[config.mk]
export PLATFORM = sky130hd
export DESIGN_NAME = ps2_mouse_packet_cursor_tracker
export DESIGN_NICKNAME = d
export VERILOG_FILES = /design/src/hw/rtl/ps2mct_pkg.sv /design/src/hw/rtl/ps2_mouse_packet_cursor_tracker.sv
export SDC_FILE = /design/constraint.sdc
export NUM_CORES = 1
export LEC_CHECK = 0
export BUFFER_PORTS_ARGS = -buffer_cell sky130_fd_sc_hd__buf_2
export CAP_MARGIN = 30
export CELL_PAD_IN_SITES_DETAIL_PLACEMENT = 2
export CELL_PAD_IN_SITES_GLOBAL_PLACEMENT = 2
export CORE_MARGIN = 4
export CORE_UTILIZATION = 39
export CTS_CLUSTER_DIAMETER = 100
export DETAILED_ROUTE_END_ITERATION = 8
export HOLD_SLACK_MARGIN = 0.12
export PLACE_DENSITY_LB_ADDON = 0.12
export RECOVER_POWER = 50
export SETUP_SLACK_MARGIN = 0.15
export SLEW_MARGIN = 20
export SYNTH_ARGS = -nofsm -noshare
export SYNTH_HDL_FRONTEND = slang
export SYNTH_SLANG_ARGS = --single-unit
[constraint.sdc]
create_clock -name clk_i -period 7.3 [get_ports clk_i]
set_input_delay 1.095 -clock clk_i [delete_from_list [all_inputs] [get_ports clk_i]]
set_output_delay 1.095 -clock clk_i [all_outputs]
set_load 0.005 [all_outputs]
[src/hw/rtl/ps2mct_pkg.sv]
package ps2mct_pkg;

  // Distance from the right and bottom edges at which the cursor is clamped.
  localparam int EDGE_MARGIN = 64;
  // Coordinate that a cursor inside the edge band is sent back to.
  localparam int CLAMP_HOME  = 5;

  localparam int DIM_W   = 13;
  localparam int COORD_W = 16;
  localparam int DELTA_W = 9;

  localparam logic [DIM_W-1:0] WIDTH_RST  = 13'd1024;
  localparam logic [DIM_W-1:0] HEIGHT_RST = 13'd768;

  typedef enum logic {
    REG_SCREEN_WIDTH  = 1'b0,
    REG_SCREEN_HEIGHT = 1'b1
  } cfg_reg_e;

  typedef enum logic [1:0] {
    POS_FIRST  = 2'd0,
    POS_SECOND = 2'd1,
    POS_THIRD  = 2'd2
  } byte_pos_e;

  typedef enum logic [2:0] {
    G_INITIAL  = 3'd0,
    G_SELECTED = 3'd1,
    G_CLICKED  = 3'd2,
    G_DRAGGED  = 3'd3,
    G_COMPLETE = 3'd4
  } gesture_e;

  typedef enum logic [1:0] {
    K_DEFAULT  = 2'd0,
    K_HOVERING = 2'd1,
    K_SELECTED = 2'd2
  } cursor_kind_e;

endpackage

[src/hw/rtl/ps2_mouse_packet_cursor_tracker.sv]
// Channel  | Direction | Handshake                 | Payload
// ---------+-----------+---------------------------+-----------------------------------
// in       | input     | in_valid_i / in_ready_o   | mouse_byte_i
// out      | output    | out_valid_o / out_ready_i | buttons, moves, overflows, cursor,
//          |           |                           | cursor_kind_o, gesture_o
// cfg      | input     | cfg_we_i (no wait)        | cfg_idx_i, cfg_wdata_i
//
// One byte is accepted per cycle while in_ready_o is high. The output
// register loads a packet's result on the edge that accepts its third byte.
// The single output register sets the rate: input stays ready while the
// register is empty or is being drained in the same cycle.
// Reset (rst_ni low, asynchronous) clears packet framing, cursor, gesture
// machine and output valid, and loads the default screen size.

module ps2_mouse_packet_cursor_tracker
  import ps2mct_pkg::*;
(
  input  logic                      clk_i,
  input  logic                      rst_ni,

  input  logic                      cfg_we_i,
  input  logic                      cfg_idx_i,
  input  logic [DIM_W-1:0]          cfg_wdata_i,

  input  logic                      in_valid_i,
  output logic                      in_ready_o,
  input  logic [7:0]                mouse_byte_i,

  output logic                      out_valid_o,
  input  logic                      out_ready_i,
  output logic                      left_button_o,
  output logic                      right_button_o,
  output logic                      middle_button_o,
  output logic signed [DELTA_W-1:0] move_x_o,
  output logic signed [DELTA_W-1:0] move_y_o,
  output logic                      x_overflow_o,
  output logic                      y_overflow_o,
  output logic [COORD_W-1:0]        cursor_x_o,
  output logic [COORD_W-1:0]        cursor_y_o,
  output logic [1:0]                cursor_kind_o,
  output logic [2:0]                gesture_o
);

  // Clamp a coordinate near the far edge. The comparison is done on signed
  // values wide enough that a small screen gives a negative lower bound.
  function automatic logic [COORD_W-1:0] clamp_edge(logic [COORD_W-1:0] coord,
                                                    logic [DIM_W-1:0]   dim);
    logic signed [COORD_W+1:0] c;
    logic signed [COORD_W+1:0] dm;
    logic signed [COORD_W+1:0] lo;
    c  = signed'({2'b00, coord});
    dm = signed'({{(COORD_W+2-DIM_W){1'b0}}, dim});
    lo = dm - (COORD_W+2)'(EDGE_MARGIN);
    if (c >= lo && c <= dm) begin
      c = (COORD_W+2)'(CLAMP_HOME);
    end
    if (c >= lo) begin
      c = lo - (COORD_W+2)'(CLAMP_HOME);
    end
    return c[COORD_W-1:0];
  endfunction

  // Configuration registers.
  logic [DIM_W-1:0] width_q;
  logic [DIM_W-1:0] height_q;

  always_ff @(posedge clk_i or negedge rst_ni) begin
    if (!rst_ni) begin
      width_q  <= WIDTH_RST;
      height_q <= HEIGHT_RST;
    end else if (cfg_we_i) begin
      case (cfg_reg_e'(cfg_idx_i))
        REG_SCREEN_WIDTH:  width_q  <= cfg_wdata_i;
        REG_SCREEN_HEIGHT: height_q <= cfg_wdata_i;
        default: ;
      endcase
    end
  end

  // Packet framing and tracking state.
  byte_pos_e          pos_q, pos_d;
  logic [2:0]         buttons_q, buttons_d;
  logic [1:0]         ovf_q, ovf_d;
  logic [1:0]         sign_q, sign_d;
  logic [DELTA_W-1:0] dx_q, dx_d;
  logic [COORD_W-1:0] px_q, px_d;
  logic [COORD_W-1:0] py_q, py_d;
  gesture_e           gest_q, gest_d;
  cursor_kind_e       kind_q, kind_d;

  logic out_valid_q;
  logic in_acc;
  logic emit;

  assign in_ready_o = !out_valid_q || out_ready_i;
  assign in_acc     = in_valid_i && in_ready_o;

  logic [DELTA_W-1:0] dy;
  logic [COORD_W-1:0] px_moved;
  logic [COORD_W-1:0] py_moved;
  logic               lb, rb, mb;

  assign dy       = {sign_q[1], mouse_byte_i};
  assign px_moved = px_q + {{(COORD_W-DELTA_W){dx_q[DELTA_W-1]}}, dx_q};
  assign py_moved = py_q - {{(COORD_W-DELTA_W){dy[DELTA_W-1]}}, dy};
  assign lb = buttons_q[0];
  assign rb = buttons_q[1];
  assign mb = buttons_q[2];

  always_comb begin
    pos_d     = pos_q;
    buttons_d = buttons_q;
    ovf_d     = ovf_q;
    sign_d    = sign_q;
    dx_d      = dx_q;
    px_d      = px_q;
    py_d      = py_q;
    gest_d    = gest_q;
    kind_d    = kind_q;
    emit      = 1'b0;
    if (in_acc) begin
      case (pos_q)
        POS_SECOND: begin
          dx_d  = {sign_q[0], mouse_byte_i};
          pos_d = POS_THIRD;
        end
        POS_THIRD: begin
          // The packet is complete: move, clamp, step the gesture machine.
          pos_d = POS_FIRST;
          emit  = 1'b1;
          px_d  = clamp_edge(px_moved, width_q);
          py_d  = clamp_edge(py_moved, height_q);
          case (gest_q)
            G_INITIAL: begin
              if (lb && !rb && !mb) begin
                gest_d = G_SELECTED;
              end
            end
            G_SELECTED: begin
              if (!lb) begin
                gest_d = G_CLICKED;
                kind_d = K_HOVERING;
              end else begin
                gest_d = G_DRAGGED;
                kind_d = K_SELECTED;
              end
            end
            G_CLICKED: begin
              if (lb) begin
                gest_d = G_COMPLETE;
              end else if (rb) begin
                gest_d = G_INITIAL;
              end
            end
            G_DRAGGED: begin
              if (!lb) begin
                gest_d = G_COMPLETE;
              end
            end
            G_COMPLETE: begin
              gest_d = G_INITIAL;
              kind_d = K_DEFAULT;
            end
            default: gest_d = G_INITIAL;
          endcase
        end
        default: begin
          // Awaiting the first byte; a byte without bit 3 set is dropped
          // so that framing can lock back onto the stream.
          if (mouse_byte_i[3]) begin
            buttons_d = mouse_byte_i[2:0];
            sign_d    = mouse_byte_i[5:4];
            ovf_d     = mouse_byte_i[7:6];
            pos_d     = POS_SECOND;
          end
        end
      endcase
    end
  end

  always_ff @(posedge clk_i or negedge rst_ni) begin
    if (!rst_ni) begin
      pos_q       <= POS_FIRST;
      buttons_q   <= '0;
      ovf_q       <= '0;
      sign_q      <= '0;
      dx_q        <= '0;
      px_q        <= '0;
      py_q        <= '0;
      gest_q      <= G_INITIAL;
      kind_q      <= K_DEFAULT;
      out_valid_q <= 1'b0;
    end else begin
      pos_q     <= pos_d;
      buttons_q <= buttons_d;
      ovf_q     <= ovf_d;
      sign_q    <= sign_d;
      dx_q      <= dx_d;
      px_q      <= px_d;
      py_q      <= py_d;
      gest_q    <= gest_d;
      kind_q    <= kind_d;
      if (emit) begin
        out_valid_q <= 1'b1;
      end else if (out_ready_i) begin
        out_valid_q <= 1'b0;
      end
    end
  end

  // Result register; it only loads when a packet completes.
  logic [2:0]         res_btn_q;
  logic [DELTA_W-1:0] res_mx_q;
  logic [DELTA_W-1:0] res_my_q;
  logic [1:0]         res_ovf_q;
  logic [COORD_W-1:0] res_x_q;
  logic [COORD_W-1:0] res_y_q;
  logic [1:0]         res_kind_q;
  logic [2:0]         res_gest_q;

  always_ff @(posedge clk_i) begin
    if (emit) begin
      res_btn_q  <= buttons_q;
      res_mx_q   <= dx_q;
      res_my_q   <= dy;
      res_ovf_q  <= ovf_q;
      res_x_q    <= px_d;
      res_y_q    <= py_d;
      res_kind_q <= kind_d;
      res_gest_q <= gest_d;
    end
  end

  assign out_valid_o     = out_valid_q;
  assign left_button_o   = res_btn_q[0];
  assign right_button_o  = res_btn_q[1];
  assign middle_button_o = res_btn_q[2];
  assign move_x_o        = signed'(res_mx_q);
  assign move_y_o        = signed'(res_my_q);
  assign x_overflow_o    = res_ovf_q[0];
  assign y_overflow_o    = res_ovf_q[1];
  assign cursor_x_o      = res_x_q;
  assign cursor_y_o      = res_y_q;
  assign cursor_kind_o   = res_kind_q;
  assign gesture_o       = res_gest_q;

  // A third byte always produces a result in the next cycle.
  a_third_byte_emits: assert property (@(posedge clk_i) disable iff (!rst_ni)
    in_acc && pos_q == POS_THIRD |=> out_valid_q)
    else $error("third byte did not produce a result");

  // A result only appears after a third byte was accepted.
  a_result_needs_packet: assert property (@(posedge clk_i) disable iff (!rst_ni)
    $rose(out_valid_q) |-> $past(in_acc && pos_q == POS_THIRD))
    else $error("result without a completed packet");

  // A clicked gesture always shows the hovering cursor.
  a_clicked_kind: assert property (@(posedge clk_i) disable iff (!rst_ni)
    gest_q == G_CLICKED |-> kind_q == K_HOVERING)
    else $error("clicked gesture with wrong cursor kind");

  // A drag always shows the selected cursor.
  a_dragged_kind: assert property (@(posedge clk_i) disable iff (!rst_ni)
    gest_q == G_DRAGGED |-> kind_q == K_SELECTED)
    else $error("dragged gesture with wrong cursor kind");

  // Completing a gesture returns to the initial state with the default cursor.
  a_complete_resets: assert property (@(posedge clk_i) disable iff (!rst_ni)
    gest_q == G_COMPLETE && emit |=> gest_q == G_INITIAL && kind_q == K_DEFAULT)
    else $error("complete gesture did not return to initial");

endmodule
==> impl_metrics.toml, run 1 <==
[outcome]
outcome = "finished, violations left"
violations = "max-capacitance violations, max-slew violations"

[finish]
post-route-util_pct = 46.1
multi_input_area_um2 = 5480
drive_above_1_share_pct = 15.8
stdcell_area_um2 = 11300
nets = 1233
n_antenna_cell = 0
regArea_um2 = 3860
syn_to_final_growth_pct = 16.2
fillerInstances = 2652

[floorplan]
core-area_um2 = 24400
die_h_um = 166
start_util_pct = 39.7
die_w_um = 166
ioPinCount = 89
rows = 57
dieArea_um2 = 27400

[route]
via_per_inst = 5.71
wl_per_cell_um = 23.0
vias = 8122
drcViolationCount = 0
wl_mm = 32.7
drt_first_pass_iters = 4
drt-initial-drc-count = 445
postRouteAntennaNets = 0

[yosys]
syn-num-nets = 1124
ys_ff_latch = 142
synth-async-reset-ratio_pct = 57.7
synth_cells = 977
netlist_top_cells_count = "ha_1, dfrtp_1, nand2_1"
synth_edf_count = 60
synthDistinctLibCells = 74
yosysTopAreaCellShare_pct = 20.4
synth_area_um2 = 9690
synth_ff_type = "dfrtp_1"
synth_area_per_cell_um2 = 9.91
ys_warn_count = 0
yosys.area.top_type = "dfrtp_1"
synth_most_common_cell = "ha_1"
synth_area_leaders = "dfrtp_1, edfxtp_1, ha_1"
seq_area_frac_synth_pct = 39.8

[clock_network]
clock_path_buffers = 2
h-tree-depth = 4
root_buffer = "clkbuf_16"
tritoncts = "built"
cts.clk_slew.worst_paths_ns = 0.07
holdBufCountCts = 0
clk_latency_ns = 0.43
cts_num_sinks = 142
cts_buffers = 17

[sta]
tightest_slew_ns = 2.58
relSlewSlack_pct = -71.9
finalCritPeriodShare_pct = 95.7
max_freq_mhz = 143
fin_worst_skew_ns = 0.0196
rsz0062_at_grt = "no"
finalHoldViolCount = 0
setup_viol = 0
finalMaxSlewViolations = 85
hold_ws_ns = 0.463
fin_crit_ns = 6.98

[place]
dpl_cell_area_um2 = 10600
dp_hpwl_mm = 24.3
gp_congestion = 0.827
io_buffers = 88

[setup_path]
max_stage_delay_ns = 0.42
cp_num_buf_inv = 5
worstSetupEndpointType = "flip-flop"
crit_slowest_cell = "fa_1"
critPathMaxFanout = 13
worstPathArrival_ns = 7.16
startpoint_type = "input port"
worstPathRequired_ns = 7.48
critical_path_class = "input port to flip-flop"
critPathTopFamily = "compound AO/OA/AOI/OAI gates"

[global_routing]
grt_pass1_vias = 8786
overflow = 0
grt_start_max_net_pins = 69
antenna_found_initial = 0
grt_first_pass_wirelength_mm = 51.2
track_usage_pct = 23.3

[hold_path]
min_path_type = "flip-flop to flip-flop"

[run]
maxCapViolCount = 2
==> metal layers <==
layer	part of all wire [%]	global-route usage, %	vias to the layer above	wire length, µm
met3	3.0	3.17	35	988
met4	1.7	5.60	0	566
met2	47	38.2	154	15300
met5	0	0	-	0
met1	49	33.0	4114	15800
li1	-	-	3819	-
==> cell type report <==
class	instances	area share (%)
clock buffers	18	3.90
clock inverters	14	1.31
inverters	68	2.28
multi-input cells	735	48.6
flip-flops and latches	142	34.3
well taps	324	3.60
repair buffers	122	5.98
==> kinds of logic (layout without fill, tap and decap cells) <==
group	after synthesis	in the layout	synth area share [%]
adders and majority gates	120	120	15.7
buffers and inverters	100	222	4.25
xor gates and xnor gates	61	61	5.67
and+or+nand+nor	264	264	13.6
muxes	19	19	2.18
DFF	142	142	39.8
AOI/OAI and AO/OA	271	271	18.8
==> sequential cells by signal (all words and copies together), names as in the netlist, 9 cells and up <==
signal and count:
cursor_x_o 16, cursor_y_o 16, px_q 16, py_q 16
height_q 13, width_q 13, dx_q 9, move_x_o 9
move_y_o 9
==> timing repair <==
item / 4_1_cts / 5_1_grt
pin swaps: 1 / 2
setup buffers: 4 / 7
resized for setup: 0 / 12
cloned: 0 / 0
endpoints found under the setup margin: 1 / 28
==> cells in the final DEF, fill, tap and decap left out, types with 17 or more instances in the layout <==
cell type / n
ha_1: 118
dfrtp_1: 79
nand2_1: 76
inv_1: 67
o21ai_0: 67
buf_2: 63
nor2_1: 61
edfxtp_1: 60
a21oi_1: 55
xnor2_1: 37
nand3_1: 33
buf_4: 30
clkbuf_1: 27
a21o_1: 21
xor2_1: 20
nor2b_1: 20
a22oi_1: 19
clkbuf_16: 17
==> stage by stage <==
step | worst slack (ns) | instances | setup TNS [ns]
2_1_floorplan | 0.673 | 977 | 0
3_3_place_gp | 0.132 | 1380 | 0
3_5_place_dp | -0.0539 | 1380 | -0.0815
4_1_cts | 0.325 | 1416 | 0
5_1_grt | 0.108 | 1423 | 0
6_report | 0.316 | 1423 | 0
==> worst register-to-register path, delay by kind of cell (launching register included) <==
kind	cells	cell delay [ns]
flops	1	0.42
compound gates	11	2.96
xor+xnor	1	0.32
simple gates	5	0.92
fa+ha+maj	4	1.32
buf+inv	3	0.57
==> path summary, 6_finish.rpt <==
kind                                           start                 endpoint  slack [ns]  cells after the start
worst min register to register  ovf_q[0]$_DFFE_PN0P_   res_ovf_q[0]$_DFFE_PP_        0.46                      0
max in group asynchronous                     rst_ni        py_q[3]$_DFF_PN0_        2.43                      2
worst min-delay path            ovf_q[0]$_DFFE_PN0P_   res_ovf_q[0]$_DFFE_PP_        0.46                      0
worst max-delay path                 mouse_byte_i[0]  cursor_y_o[3]$_DFFE_PP_        0.32                     25
min in group asynchronous                     rst_ni       px_q[13]$_DFF_PN0_        1.44                      1
worst max register to register   dx_q[0]$_DFFE_PN0P_  cursor_x_o[6]$_DFFE_PP_        0.51                     24
Power of run 1 is not shown: default switching activity piles up to over one toggle a cycle in this logic, so the estimate is an artifact.
==> inputs of run 2 (changes only) <==
Settings changed: ABC_AREA from default to 1, CAP_MARGIN 30 to default, CORE_UTILIZATION 39 to 36.
==> run 2 against run 1 <==
The flow still finishes with violations (max-capacitance violations, max-slew violations). Area after synthesis grew 3.5%. Clock skew shrank 0.0047 ns. Critical path type unchanged. Sequential cell count is the same. Sequential share of layout area shrank 0.50 points. Largest cell class unchanged. First-iteration DRC count shrank 26%. Worst setup slack gained 0.49 ns. Worst hold slack lost 0.0072 ns. Critical path depth grew 13.
==> impl_metrics.toml, run 2 <==
[outcome]
outcome = "finished, violations left"
violations = "max-capacitance violations, max-slew violations"

[place]
io_buffers = 88
dp_hpwl_mm = 25.8
dpl_cell_area_um2 = 10900
gp_congestion = 0.841

[setup_path]
worstPathRequired_ns = 7.46
cpMostUsedCell = "nand2_1"
worstSetupEndpointType = "flip-flop"
max_stage_delay_ns = 0.54
startpoint_type = "input port"
critical_path_class = "input port to flip-flop"
crit_slowest_cell = "inv_1"
worstPathArrival_ns = 6.65
critPathMaxFanout = 16

[finish]
stdcell_area_um2 = 11400
final_common_cell = "nand2_1"
drive_above_1_share_pct = 11.7
n_antenna_cell = 0
syn_to_final_growth_pct = 14.0
nets = 1515
final_cell_mix = "nand2_1, inv_1, ha_1"

[global_routing]
overflow = 0
antenna_found_initial = 0
grt_first_pass_wirelength_mm = 53.8
track_usage_pct = 22.3
grt_pass1_vias = 9874
grt_start_max_net_pins = 57

[sta]
finalCritPeriodShare_pct = 89.0
relSlewSlack_pct = -135
setup_tns_ns = 0
fin_crit_ns = 6.50
max_freq_mhz = 154
setup_viol = 0
fin_worst_skew_ns = 0.0149
rsz0062_at_grt = "no"
finalMaxSlewViolations = 85
tightest_slew_ns = 3.53
finalHoldViolCount = 0

[clock_network]
cts_num_sinks = 142
tritoncts = "built"
cts_buffers = 17
clock_path_buffers = 2
cts_setup_buffers = 0
cts.clk_slew.worst_paths_ns = 0.07
h-tree-depth = 4
cts_resized = 0
holdBufCountCts = 0
root_buffer = "clkbuf_16"
clk_latency_ns = 0.44

[floorplan]
die_w_um = 175
dieArea_um2 = 30600
die_h_um = 175
rows = 60
ioPinCount = 89
core-area_um2 = 27200
start_util_pct = 36.9

[route]
drt_first_pass_iters = 4
postRouteAntennaNets = 0
wl_mm = 33.4
wl_per_cell_um = 19.0
via_per_inst = 5.00
drt-initial-drc-count = 331
drcViolationCount = 0
vias = 8759

[yosys]
synth_edf_count = 60
synth_most_common_cell = "nand2_1"
syn-num-nets = 1420
yosys.area.top_type = "dfrtp_1"
yosysTopAreaCellShare_pct = 19.7
synth-async-reset-ratio_pct = 57.7
synth_area_um2 = 10000
ys_warn_count = 0
synth_cells = 1273
synth_ff_type = "dfrtp_1"
synthDistinctLibCells = 46
synth_area_per_cell_um2 = 7.87
netlist_top_cells_count = "nand2_1, inv_1, ha_1"
synth_area_leaders = "dfrtp_1, edfxtp_1, ha_1"
seq_area_frac_synth_pct = 38.5
ys_ff_latch = 142

[hold_path]
min_path_type = "flip-flop to flip-flop"

[run]
maxCapViolCount = 2
-- run 2: cell types whose count changed after synthesis, sizes merged, moves of 14 or more --
cell   change
nand3     +14
nor2      +18
a21o      -17
a22oi     -19
mux2      -16
inv      +135
xnor2     -29
nand2    +318
a21oi     +18
nor2b     -20
xor2      +15
-- run 2: routing by layer --
layer  up-vias  track usage, %  wire, µm
li1       4299               -         -
met1      4339            25.0     13700
met2        84            44.0     18500
met3        37            2.73       441
met4         0            6.12       750
met5         -               0         0
-- run 2: kinds of logic (layout without fill, tap and decap cells) --
| group | after synthesis | in the layout | synth area share, % |
|---|---|---|---|
| AND/OR/NAND/NOR | 569 | 569 | 24.2 |
| adder cells (fa/ha/maj) | 120 | 120 | 15.1 |
| XOR/XNOR | 47 | 47 | 4.11 |
| AO/OA/AOI/OAI | 172 | 172 | 9.41 |
| multiplexers | 1 | 1 | 0.112 |
| buffers and inverters | 222 | 330 | 8.50 |
| flip-flops | 142 | 142 | 38.5 |
-- run 2: area by class of cell --
| cell class | instances | area (µm²) |
|---|---|---|
| Clock buffer | 17 | 425 |
| Clock inverter | 15 | 130 |
| Fill cell | 3236 | 15800 |
| Inverter | 203 | 763 |
| Multi-Input combinational cell | 909 | 5310 |
| Sequential cell | 142 | 3860 |
| Tap cell | 372 | 465 |
| Timing Repair Buffer | 95 | 468 |
-- run 2: stage by stage --
| stage | hold slack (ns) | cells | util (%) | setup slack, ns |
|---|---|---|---|---|
| finish | 0.456 | 1753 | 42.0 | 0.804 |
| detailed placement | 0.435 | 1721 | 40.1 | 0.494 |
| global placement | 0.432 | 1721 | 40.1 | 0.845 |
| floorplan | 0.425 | 1273 | - | 1.86 |
| global route | 0.491 | 1753 | 42.0 | 0.165 |
| CTS | 0.458 | 1753 | 42.2 | 0.763 |
-- run 2: critical path, delay by kind of cell --
kind / cells / cell delay, ns
buffers and inverters: 6 / 1.05
adders and majority gates: 3 / 1.00
and+or+nand+nor: 24 / 2.75
AOI/OAI and AO/OA: 5 / 0.72
-- run 2: worst paths after layout --
check	slack, ns	end	from	depth (start not counted)
max	0.80	cursor_y_o[0]$_DFFE_PP_	mouse_byte_i[3]	38
min	0.46	res_ovf_q[0]$_DFFE_PP_	ovf_q[0]$_DFFE_PN0P_	0
max reg2reg	0.82	cursor_x_o[6]$_DFFE_PP_	dx_q[0]$_DFFE_PN0P_	33
min reg2reg	0.46	res_ovf_q[0]$_DFFE_PP_	ovf_q[0]$_DFFE_PN0P_	0
max in group asynchronous	2.15	py_q[1]$_DFF_PN0_	rst_ni	2
min in group asynchronous	1.07	width_q[12]$_DFFE_PN0P_	rst_ni	1
Power of run 2 is left out for the same reason.
